<file path="config.mk">
export PLATFORM = sky130hd
export DESIGN_NAME = alpha_over_blend_flat
export DESIGN_NICKNAME = d
export VERILOG_FILES = /design/src/rtl/aob_pkg.sv /design/src/rtl/aob_if.sv /design/src/rtl/aob_prep.sv /design/src/rtl/aob_div_cell.sv /design/src/rtl/alpha_over_blend.sv /design/src/flat_wrapper.sv
export SDC_FILE = /design/constraint.sdc
export NUM_CORES = 2
export LEC_CHECK = 0
export BUFFER_PORTS_ARGS = -buffer_cell sky130_fd_sc_hd__buf_4
export CAP_MARGIN = 10
export CORE_MARGIN = 2
export CORE_UTILIZATION = 40
export DETAILED_ROUTE_END_ITERATION = 10
export HOLD_SLACK_MARGIN = 0.08
export PLACE_DENSITY = 0.63
export SYNTH_ARGS = -nofsm -noshare
export SYNTH_HDL_FRONTEND = slang
export SYNTH_SLANG_ARGS = --single-unit
</file>
<file path="constraint.sdc">
create_clock -name i_clk -period 43.9 [get_ports i_clk]
set_input_delay 4.39 -clock i_clk [delete_from_list [all_inputs] [get_ports i_clk]]
set_output_delay 4.39 -clock i_clk [all_outputs]
set_load 0.005 [all_outputs]
</file>
<file path="src/rtl/aob_pkg.sv">
// aob_pkg: shared widths, constants and the record carried along the divider chain.
// No dependencies; aob_prep, aob_div_cell and alpha_over_blend import it.
`timescale 1ns / 1ps

package aob_pkg;

    localparam int CHAN_W   = 8;
    localparam int WEIGHT_W = 16;
    localparam int REM_W    = 24;
    localparam int NUM_CHAN = 3;
    localparam int NUM_CELL = CHAN_W;

    localparam logic [CHAN_W-1:0] CHAN_MAX = 8'd255;

    // One pixel pair in flight through the divider cells
    typedef struct packed {
        logic [NUM_CHAN-1:0][REM_W-1:0]  rem;
        logic [NUM_CHAN-1:0][CHAN_W-1:0] quo;
        logic [WEIGHT_W-1:0]             den;
        logic [CHAN_W-1:0]               alpha;
    } t_cell_data;

endpackage

</file>
<file path="src/rtl/aob_if.sv">
// aob_in_if / aob_out_if: valid-ready channels for pixel pairs and composited pixels.
// No dependencies.
`timescale 1ns / 1ps

interface aob_in_if;
    logic       valid;
    logic       ready;
    logic [7:0] src_red;
    logic [7:0] src_green;
    logic [7:0] src_blue;
    logic [7:0] src_alpha;
    logic [7:0] dst_red;
    logic [7:0] dst_green;
    logic [7:0] dst_blue;
    logic [7:0] dst_alpha;

    modport source (output valid, src_red, src_green, src_blue, src_alpha,
                    dst_red, dst_green, dst_blue, dst_alpha, input ready);
    modport sink   (input valid, src_red, src_green, src_blue, src_alpha,
                    dst_red, dst_green, dst_blue, dst_alpha, output ready);
endinterface

interface aob_out_if;
    logic       valid;
    logic       ready;
    logic [7:0] out_red;
    logic [7:0] out_green;
    logic [7:0] out_blue;
    logic [7:0] out_alpha;

    modport source (output valid, out_red, out_green, out_blue, out_alpha, input ready);
    modport sink   (input valid, out_red, out_green, out_blue, out_alpha, output ready);
endinterface

</file>
<file path="src/rtl/aob_prep.sv">
// aob_prep: two-stage front end forming blend weights, numerators, divisor and alpha.
// Depends on aob_pkg.
`timescale 1ns / 1ps

module aob_prep (
    input  logic                  i_clk,
    input  logic                  i_rst_n,
    input  logic                  i_en,
    input  logic                  i_valid,
    input  logic [7:0]            i_src_red,
    input  logic [7:0]            i_src_green,
    input  logic [7:0]            i_src_blue,
    input  logic [7:0]            i_src_alpha,
    input  logic [7:0]            i_dst_red,
    input  logic [7:0]            i_dst_green,
    input  logic [7:0]            i_dst_blue,
    input  logic [7:0]            i_dst_alpha,
    output logic                  o_valid,
    output aob_pkg::t_cell_data   o_data
);
    import aob_pkg::*;

    logic                              r_a_valid;
    logic [WEIGHT_W-1:0]               r_ws;
    logic [WEIGHT_W-1:0]               r_wd;
    logic [CHAN_W-1:0]                 r_sa;
    logic [NUM_CHAN-1:0][CHAN_W-1:0]   r_cs;
    logic [NUM_CHAN-1:0][CHAN_W-1:0]   r_cd;
    logic [WEIGHT_W-1:0]               n_ws;
    logic [WEIGHT_W-1:0]               n_wd;
    logic                              r_b_valid;
    t_cell_data                        r_b;
    t_cell_data                        n_b;
    logic [WEIGHT_W:0]                 div_sum;
    logic [CHAN_W-1:0]                 wd_div;

    // Stage A: source and destination weights
    assign n_ws = WEIGHT_W'(i_src_alpha * CHAN_MAX);
    assign n_wd = WEIGHT_W'(i_dst_alpha * (CHAN_MAX - i_src_alpha));

    always_ff @(posedge i_clk) begin
        if (!i_rst_n) begin
            r_a_valid <= 1'b0;
        end else if (i_en) begin
            r_a_valid <= i_valid;
        end
    end

    always_ff @(posedge i_clk) begin
        if (i_en) begin
            r_ws <= n_ws;
            r_wd <= n_wd;
            r_sa <= i_src_alpha;
            r_cs <= {i_src_blue, i_src_green, i_src_red};
            r_cd <= {i_dst_blue, i_dst_green, i_dst_red};
        end
    end

    // Stage B: numerators, divisor, and alpha with wd/255 by the shift-add identity
    assign div_sum = {1'b0, r_wd} + (WEIGHT_W+1)'(r_wd >> 8) + (WEIGHT_W+1)'(1);
    assign wd_div  = div_sum[15:8];

    always_comb begin
        for (int c = 0; c < NUM_CHAN; c++) begin
            n_b.rem[c] = REM_W'(r_cs[c] * r_ws) + REM_W'(r_cd[c] * r_wd);
            n_b.quo[c] = '0;
        end
        n_b.den   = r_ws + r_wd;
        n_b.alpha = r_sa + wd_div;
    end

    always_ff @(posedge i_clk) begin
        if (!i_rst_n) begin
            r_b_valid <= 1'b0;
        end else if (i_en) begin
            r_b_valid <= r_a_valid;
        end
    end

    always_ff @(posedge i_clk) begin
        if (i_en) begin
            r_b <= n_b;
        end
    end

    assign o_valid = r_b_valid;
    assign o_data  = r_b;

endmodule

</file>
<file path="src/rtl/aob_div_cell.sv">
// aob_div_cell: one restoring-division step for all three color channels.
// Depends on aob_pkg.
`timescale 1ns / 1ps

module aob_div_cell (
    input  logic                i_clk,
    input  logic                i_rst_n,
    input  logic                i_en,
    input  logic                i_valid,
    input  aob_pkg::t_cell_data i_data,
    output logic                o_valid,
    output aob_pkg::t_cell_data o_data
);
    import aob_pkg::*;

    logic       r_valid;
    t_cell_data r_data;
    t_cell_data n_data;
    logic [REM_W-1:0] den_top;

    // Compare against the divisor aligned to the top quotient bit, then shift
    assign den_top = {1'b0, i_data.den, 7'b0};

    always_comb begin
        n_data = i_data;
        for (int c = 0; c < NUM_CHAN; c++) begin
            if (i_data.rem[c] >= den_top) begin
                n_data.rem[c] = (i_data.rem[c] - den_top) << 1;
                n_data.quo[c] = {i_data.quo[c][CHAN_W-2:0], 1'b1};
            end else begin
                n_data.rem[c] = i_data.rem[c] << 1;
                n_data.quo[c] = {i_data.quo[c][CHAN_W-2:0], 1'b0};
            end
        end
    end

    always_ff @(posedge i_clk) begin
        if (!i_rst_n) begin
            r_valid <= 1'b0;
        end else if (i_en) begin
            r_valid <= i_valid;
        end
    end

    always_ff @(posedge i_clk) begin
        if (i_en) begin
            r_data <= n_data;
        end
    end

    assign o_valid = r_valid;
    assign o_data  = r_data;

endmodule

</file>
<file path="src/rtl/alpha_over_blend.sv">
// alpha_over_blend: Porter-Duff over of two straight-alpha RGBA pixels.
// Pipeline: two front-end stages, then eight divider cells, one quotient bit each.
// Throughput one pixel pair per cycle; the whole chain holds together while output stalls.
// Synchronous active-low reset clears all valid flags; data registers are not reset.
// Depends on aob_pkg, aob_if, aob_prep, aob_div_cell.
`timescale 1ns / 1ps

module alpha_over_blend (
    input  logic        i_clk,
    input  logic        i_rst_n,
    aob_in_if.sink      i_src,
    aob_out_if.source   o_res
);
    import aob_pkg::*;

    logic                      advance;
    logic [NUM_CELL:0]         cell_valid;
    t_cell_data [NUM_CELL:0]   cell_data;
    logic                      den_zero;

    // Advance the whole chain whenever the output slot is free or being taken
    assign advance     = !cell_valid[NUM_CELL] || o_res.ready;
    assign i_src.ready = advance;

    aob_prep u_prep (
        .i_clk       (i_clk),
        .i_rst_n     (i_rst_n),
        .i_en        (advance),
        .i_valid     (i_src.valid),
        .i_src_red   (i_src.src_red),
        .i_src_green (i_src.src_green),
        .i_src_blue  (i_src.src_blue),
        .i_src_alpha (i_src.src_alpha),
        .i_dst_red   (i_src.dst_red),
        .i_dst_green (i_src.dst_green),
        .i_dst_blue  (i_src.dst_blue),
        .i_dst_alpha (i_src.dst_alpha),
        .o_valid     (cell_valid[0]),
        .o_data      (cell_data[0])
    );

    // Chain of divider cells, MSB of the quotient first
    for (genvar g = 0; g < NUM_CELL; g++) begin : g_cell
        aob_div_cell u_cell (
            .i_clk   (i_clk),
            .i_rst_n (i_rst_n),
            .i_en    (advance),
            .i_valid (cell_valid[g]),
            .i_data  (cell_data[g]),
            .o_valid (cell_valid[g+1]),
            .o_data  (cell_data[g+1])
        );
    end

    // Force colors to zero when both alphas are zero
    assign den_zero        = (cell_data[NUM_CELL].den == '0);
    assign o_res.valid     = cell_valid[NUM_CELL];
    assign o_res.out_red   = den_zero ? '0 : cell_data[NUM_CELL].quo[0];
    assign o_res.out_green = den_zero ? '0 : cell_data[NUM_CELL].quo[1];
    assign o_res.out_blue  = den_zero ? '0 : cell_data[NUM_CELL].quo[2];
    assign o_res.out_alpha = cell_data[NUM_CELL].alpha;

endmodule
</file>
<file path="src/flat_wrapper.sv">
// flat-port wrapper written by rule: the top's interface ports become plain ports
module alpha_over_blend_flat import aob_pkg::*;
  (i_clk, i_rst_n, i_src_valid, i_src_src_red, i_src_src_green, i_src_src_blue, i_src_src_alpha, i_src_dst_red, i_src_dst_green, i_src_dst_blue, i_src_dst_alpha, i_src_ready, o_res_valid, o_res_out_red, o_res_out_green, o_res_out_blue, o_res_out_alpha, o_res_ready);
  aob_in_if i_src_i ();
  aob_out_if o_res_i ();
  input  logic i_clk;
  input  logic i_rst_n;
  input wire logic [$bits(i_src_i.valid)-1:0] i_src_valid;
  input wire logic [$bits(i_src_i.src_red)-1:0] i_src_src_red;
  input wire logic [$bits(i_src_i.src_green)-1:0] i_src_src_green;
  input wire logic [$bits(i_src_i.src_blue)-1:0] i_src_src_blue;
  input wire logic [$bits(i_src_i.src_alpha)-1:0] i_src_src_alpha;
  input wire logic [$bits(i_src_i.dst_red)-1:0] i_src_dst_red;
  input wire logic [$bits(i_src_i.dst_green)-1:0] i_src_dst_green;
  input wire logic [$bits(i_src_i.dst_blue)-1:0] i_src_dst_blue;
  input wire logic [$bits(i_src_i.dst_alpha)-1:0] i_src_dst_alpha;
  output wire logic [$bits(i_src_i.ready)-1:0] i_src_ready;
  output wire logic [$bits(o_res_i.valid)-1:0] o_res_valid;
  output wire logic [$bits(o_res_i.out_red)-1:0] o_res_out_red;
  output wire logic [$bits(o_res_i.out_green)-1:0] o_res_out_green;
  output wire logic [$bits(o_res_i.out_blue)-1:0] o_res_out_blue;
  output wire logic [$bits(o_res_i.out_alpha)-1:0] o_res_out_alpha;
  input wire logic [$bits(o_res_i.ready)-1:0] o_res_ready;
  assign i_src_i.valid = i_src_valid;
  assign i_src_i.src_red = i_src_src_red;
  assign i_src_i.src_green = i_src_src_green;
  assign i_src_i.src_blue = i_src_src_blue;
  assign i_src_i.src_alpha = i_src_src_alpha;
  assign i_src_i.dst_red = i_src_dst_red;
  assign i_src_i.dst_green = i_src_dst_green;
  assign i_src_i.dst_blue = i_src_dst_blue;
  assign i_src_i.dst_alpha = i_src_dst_alpha;
  assign i_src_ready = i_src_i.ready;
  assign o_res_valid = o_res_i.valid;
  assign o_res_out_red = o_res_i.out_red;
  assign o_res_out_green = o_res_i.out_green;
  assign o_res_out_blue = o_res_i.out_blue;
  assign o_res_out_alpha = o_res_i.out_alpha;
  assign o_res_i.ready = o_res_ready;
  alpha_over_blend u_core (.i_clk(i_clk), .i_rst_n(i_rst_n), .i_src(i_src_i), .o_res(o_res_i));
endmodule
</file>
# After elaboration in Yosys (flattened, before gate mapping)
# Index checks and enable logic that the tools add are counted.
# classes
muxes	48
n_lt_le_gt_ge	24
mul	8
add_sub_neg	29
n_reduce_logical	3
# op_table
op	count
$ge A24 B23 Y1	24
$mux W24	21
$sub A23 B23 Y23	21
$mul A8 B16 Y24	6
$add A24 B24 Y24	3
$mux W1	24
$mux W8	3
$add A16 B1 Y16 const B	1
$add A16 B16 Y16	1
$add A16 B8 Y16	1
$logic_not A16 Y1	1
$mul A8 B8 Y16 const B	1
$mul A9 B9 Y16	1
$sub A8 B8 Y9 const A	1
$add A8 B8 Y8	1
$logic_not A1 Y1	1
$logic_or A1 B1 Y1	1
# word_totals
elab_cells	197
inputBits	68
register_bits	998
output_inout_bits	34

# Depth between registers and ports, before layout
# depth
depth_word	3
depth_mapped	23
ltp_nobuf	21

# Modules after synthesis
# From an unflattened synthesis, not the netlist that was laid out.
# unflattened
hier_cells	8065
hier_area_um2	89360.7
# modules_own_cells
module	area_each_um2	cells_each	seq_area_each_um2	instances
aob_div_cell (u_core.g_cell[0].u_cell ...)	6805.3	563	3533.4	7
aob_prep	34659.5	3512	5535.3	1
aob_div_cell (u_core.g_cell[3].u_cell)	6625.1	551	3533.4	1
alpha_over_blend	439.2	61	0.0	1

# Worst setup path before layout
# Ideal clock, no wire load.
# synth_path
path_kind	input-to-reg
startpoint	input port o_res_ready
endpoint	register u_core.g_cell[0].u_cell.r_data (netlist bit u_core.g_cell[0].u_cell.o_data[0]) (enable)
setup_time_ps	7003
cell_stages	2
t_arrival_ps	20872
required_time_ps	36897
path_buffers	0
path_slack_ps	16025
cell_sequence	nor2b_1 > clkinv_1
# synth_via
elab_chain_len	1
# synth_lines
item	line_no	text
start, declared	flat_wrapper.sv:23	input wire logic [$bits(o_res_i.ready)-1:0] o_res_ready;
$logic_or A1 B1 Y1	alpha_over_blend.sv:22	assign advance = !cell_valid[NUM_CELL] || o_res.ready;
via i_src_ready	flat_wrapper.sv:17	output wire logic [$bits(i_src_i.ready)-1:0] i_src_ready;
end signal, assigned	aob_div_cell.sv:47	r_data <= n_data;
end, declared	aob_div_cell.sv:17	t_cell_data r_data;
# The timed path passes the listed nets, and every way through them passes these cells.
# A chain may end at the register's enable or synchronous reset.

# Worst setup path after layout
# layout_path
startpoint	input port o_res_ready
endpoint	output port i_src_ready
# layout_via
elab_chain_len	1
# layout_lines
item	line_no
$logic_or A1 B1 Y1	alpha_over_blend.sv:22
end, declared	flat_wrapper.sv:17
# No other way between the ends.

==> impl_metrics.yaml <==
clock_network:
  holdBufCountCts: 0
  postCtsSetupBuffers: 0
  cts_resized: 0
  cts_buffers: 104
  clkSlewWorstSetupHoldPaths_ns: 0.07
  clkSinkCount: 913
  clkLatencyLatePin_ns: 0.75
  root_buffer: "clkbuf_16"
  cts_tree: "done"
  clk_path_buf_depth: 3
  h-tree-depth: 3
synthesis:
  synth_area_leader_cell: "edfxtp_1"
  yosysWarnings: 0
  synth_edf_count: 903
  synth_nets: 8827
  synth_ff_type: "edfxtp_1"
  synth_top_area_share_pct: 34.5
  yosysMostFrequentCell: "inv_1"
  ys_top_cells_by_area: "edfxtp_1 35%, fa_1 18%, ha_1 11%"
  syn_inst: 7345
  synth_cell_types: 95
  synth.avg_cell_area_um2: 10.7
  ys_seq_area_share_pct: 34.8
  synth-seq-cells: 913
  netlist_area_um2: 78600
  synthArstFlopShare_pct: 0
  synth_top_cells_by_count: "1076 x inv_1, 903 x edfxtp_1, 714 x fa_1"
worst_hold_path:
  min-delay-start: "u_core.g_cell[3].u_cell.o_data[34]"
  min_path_type: "reg -> reg"
  holdPathEnd: "u_core.g_cell[4].u_cell.o_data[35]"
  hold-path-cell-count: 0
timing:
  hold_violations: 0
  max_freq_mhz: 96.6
  maxSlewViolCount: 0
  min_period_over_period_pct: 23.6
  rsz0062_at_grt: "false"
  setup_viol_count_final: 0
  relSlewSlack_pct: 17.4
  finalSetupTns_ns: 0
  period_needed_ns: 10.35
  skew_ns: 0.0184
  tightest_slew_ns: 1.23
placement:
  place_hpwl_mm: 150
  gp_congestion: 0.934
  dp_cells: 9931
  io_buffer_count: 101
  post_dp_cell_area_um2: 82200
die:
  coreArea_um2: 195000
  die_w_um: 447
  die-area_um2: 200000
  initial_utilization_pct: 40.3
  num_io_pins: 102
  fp.dieH_um: 447
  num_rows: 162
grt:
  grt_start_max_net_pins: 150
  grt-ovfl-total: 0
  antenna_found_initial: 1
  grt_pass1_vias: 55300
  grt_pass1_wl_mm: 307
  gr-usage-all-layers_pct: 19.6
worst_setup_path:
  crit_arrival_ns: 5.96
  reg2reg_depth: 20
  rrSetupSlack_ns: 36.96
  cp-end-kind: "output port"
  path_cells: "buf_4 -> nor2b_1 -> inv_8 -> buf_4"
  cp-start-kind: "primary input"
  crit_buf_inv: 3
  critPathLaunch: "o_res_ready"
  cp_slowest_stage_delay_ns: 0.72
  r2r-end: "u_core.u_prep.o_data[111]"
  required_ns: 39.51
  path_class: "in -> out"
  crit_family: "buffers and inverters"
  regToRegStartpoint: "u_core.u_prep.r_cs[18]"
  slowest_stage: "nor2b_1"
  path_common_cell: "buf_4"
  crit_fanout: 73
finish:
  area_growth_pct: 9.19
  final_nets: 8895
  drive_gt1_share_pct: 7.59
  finalNonFillerCells: 10100
  num-fill-cells: 18400
  final_cell_area_um2: 85800
detailed_routing:
  wl_per_cell_um: 19.2
  drc: 0
  antenna_left: 0
  vias: 53200
  dr.pass1.iters: 5
  routed_wirelength_mm: 194
  drt_iter0_drc: 2902
  vias_per_cell: 5.26
run_status:
  status: "complete, no violations"
flow_run:
  drv_cap: 0
cells by family after synthesis:
| family | after synthesis | share of synthesized area, % |
|---|---|---|
| mux | 239 | 3.38 |
| xor+xnor | 298 | 3.32 |
| buf+inv | 1266 | 6.18 |
| fa+ha+maj | 1414 | 29.3 |
| flops | 913 | 34.8 |
| compound gates | 1249 | 10.4 |
| simple gates | 1966 | 12.6 |
worst reg2reg max path: stages (launching register included):
cell and delay (ns):
edfxtp_1 0.94, nand2_1 0.21, fa_1 0.55, inv_1 0.04, ha_1 0.28, inv_1 0.05
fa_1 0.49, inv_1 0.05, fa_1 0.53, inv_1 0.05, fa_1 0.49, inv_1 0.05
fa_1 0.43, ha_1 0.35, o21ai_0 0.13, o21a_1 0.21, nor3_1 0.42, nor2_1 0.15
o21ai_0 0.54, a2111oi_0 0.20, or3b_2 0.51
flip-flops by register name, indices dropped and copies added (netlist names):
signal                        cells
u_core.g_cell.u_cell.o_data     720
u_core.u_prep.o_data             96
u_core.u_prep.r_cd               24
u_core.u_prep.r_cs               24
u_core.u_prep.r_wd               16
u_core.u_prep.r_ws               16
u_core.g_cell.u_cell.o_valid      8
u_core.u_prep.r_sa                7
u_core.u_prep.o_valid             1
u_core.u_prep.r_a_valid           1
worst max-delay path by stage:
| stage | endpoint | depth (start not counted) | slack, ns |
|---|---|---|---|
| CTS | i_src_ready | 4 | 33.56 |
| global route | i_src_ready | 4 | 33.38 |
| finish | i_src_ready | 4 | 33.55 |
| floorplan | u_core.g_cell[0].u_cell.o_data[0] | 2 | 16.02 |
| detailed placement | i_src_ready | 4 | 33.56 |
| global placement | i_src_ready | 4 | 33.58 |
stage by stage:
step | utilization [%] | hold slack [ns] | setup WS [ns]
2_1_floorplan | - | 0.400 | 16.02
3_3_place_gp | 42.2 | 0.401 | 33.58
3_5_place_dp | 42.2 | 0.405 | 33.56
4_1_cts | 44.0 | 0.400 | 33.56
5_1_grt | 44.0 | 0.415 | 33.38
6_report | 44.0 | 0.406 | 33.55
layer usage:
layer / up-vias / wire [µm] / global-route usage [%]
met2: 1271 / 96700 / 34.7
li1: 25300 / - / -
met5: - / 0 / 0
met3: 473 / 7190 / 2.40
met4: 0 / 11700 / 10.4
met1: 26200 / 78400 / 23.3
layout make-up:
cell class                      count  area (µm²)  share of cell area (%)
Tap cell                         2624        3280                    3.83
Clock inverter                     78         887                    1.03
Inverter                         1077        4050                    4.72
Multi-Input combinational cell   5166       46400                    54.1
Sequential cell                   913       27300                    31.8
Timing Repair Buffer              151        1150                    1.34
Antenna cell                        1        2.50                 0.00292
Clock buffer                      115        2710                    3.16
cell usage in the layout, fill, tap and decap left out, types with 107 or more instances in the layout:
master     instances
clkbuf_16        107
buf_4            150
fa_1             714
o21ai_0          277
ha_1             700
nor2_1           282
and2_1           384
mux2_2           192
o21a_1           126
edfxtp_1         903
nand2_1          707
a21o_1           129
inv_1           1076
a21oi_1          295
xnor2_1          196
nor2b_1          111
Power is left out: the tool's default activity adds up to more than one toggle a clock period on the data nets, which glitch-free logic cannot reach.
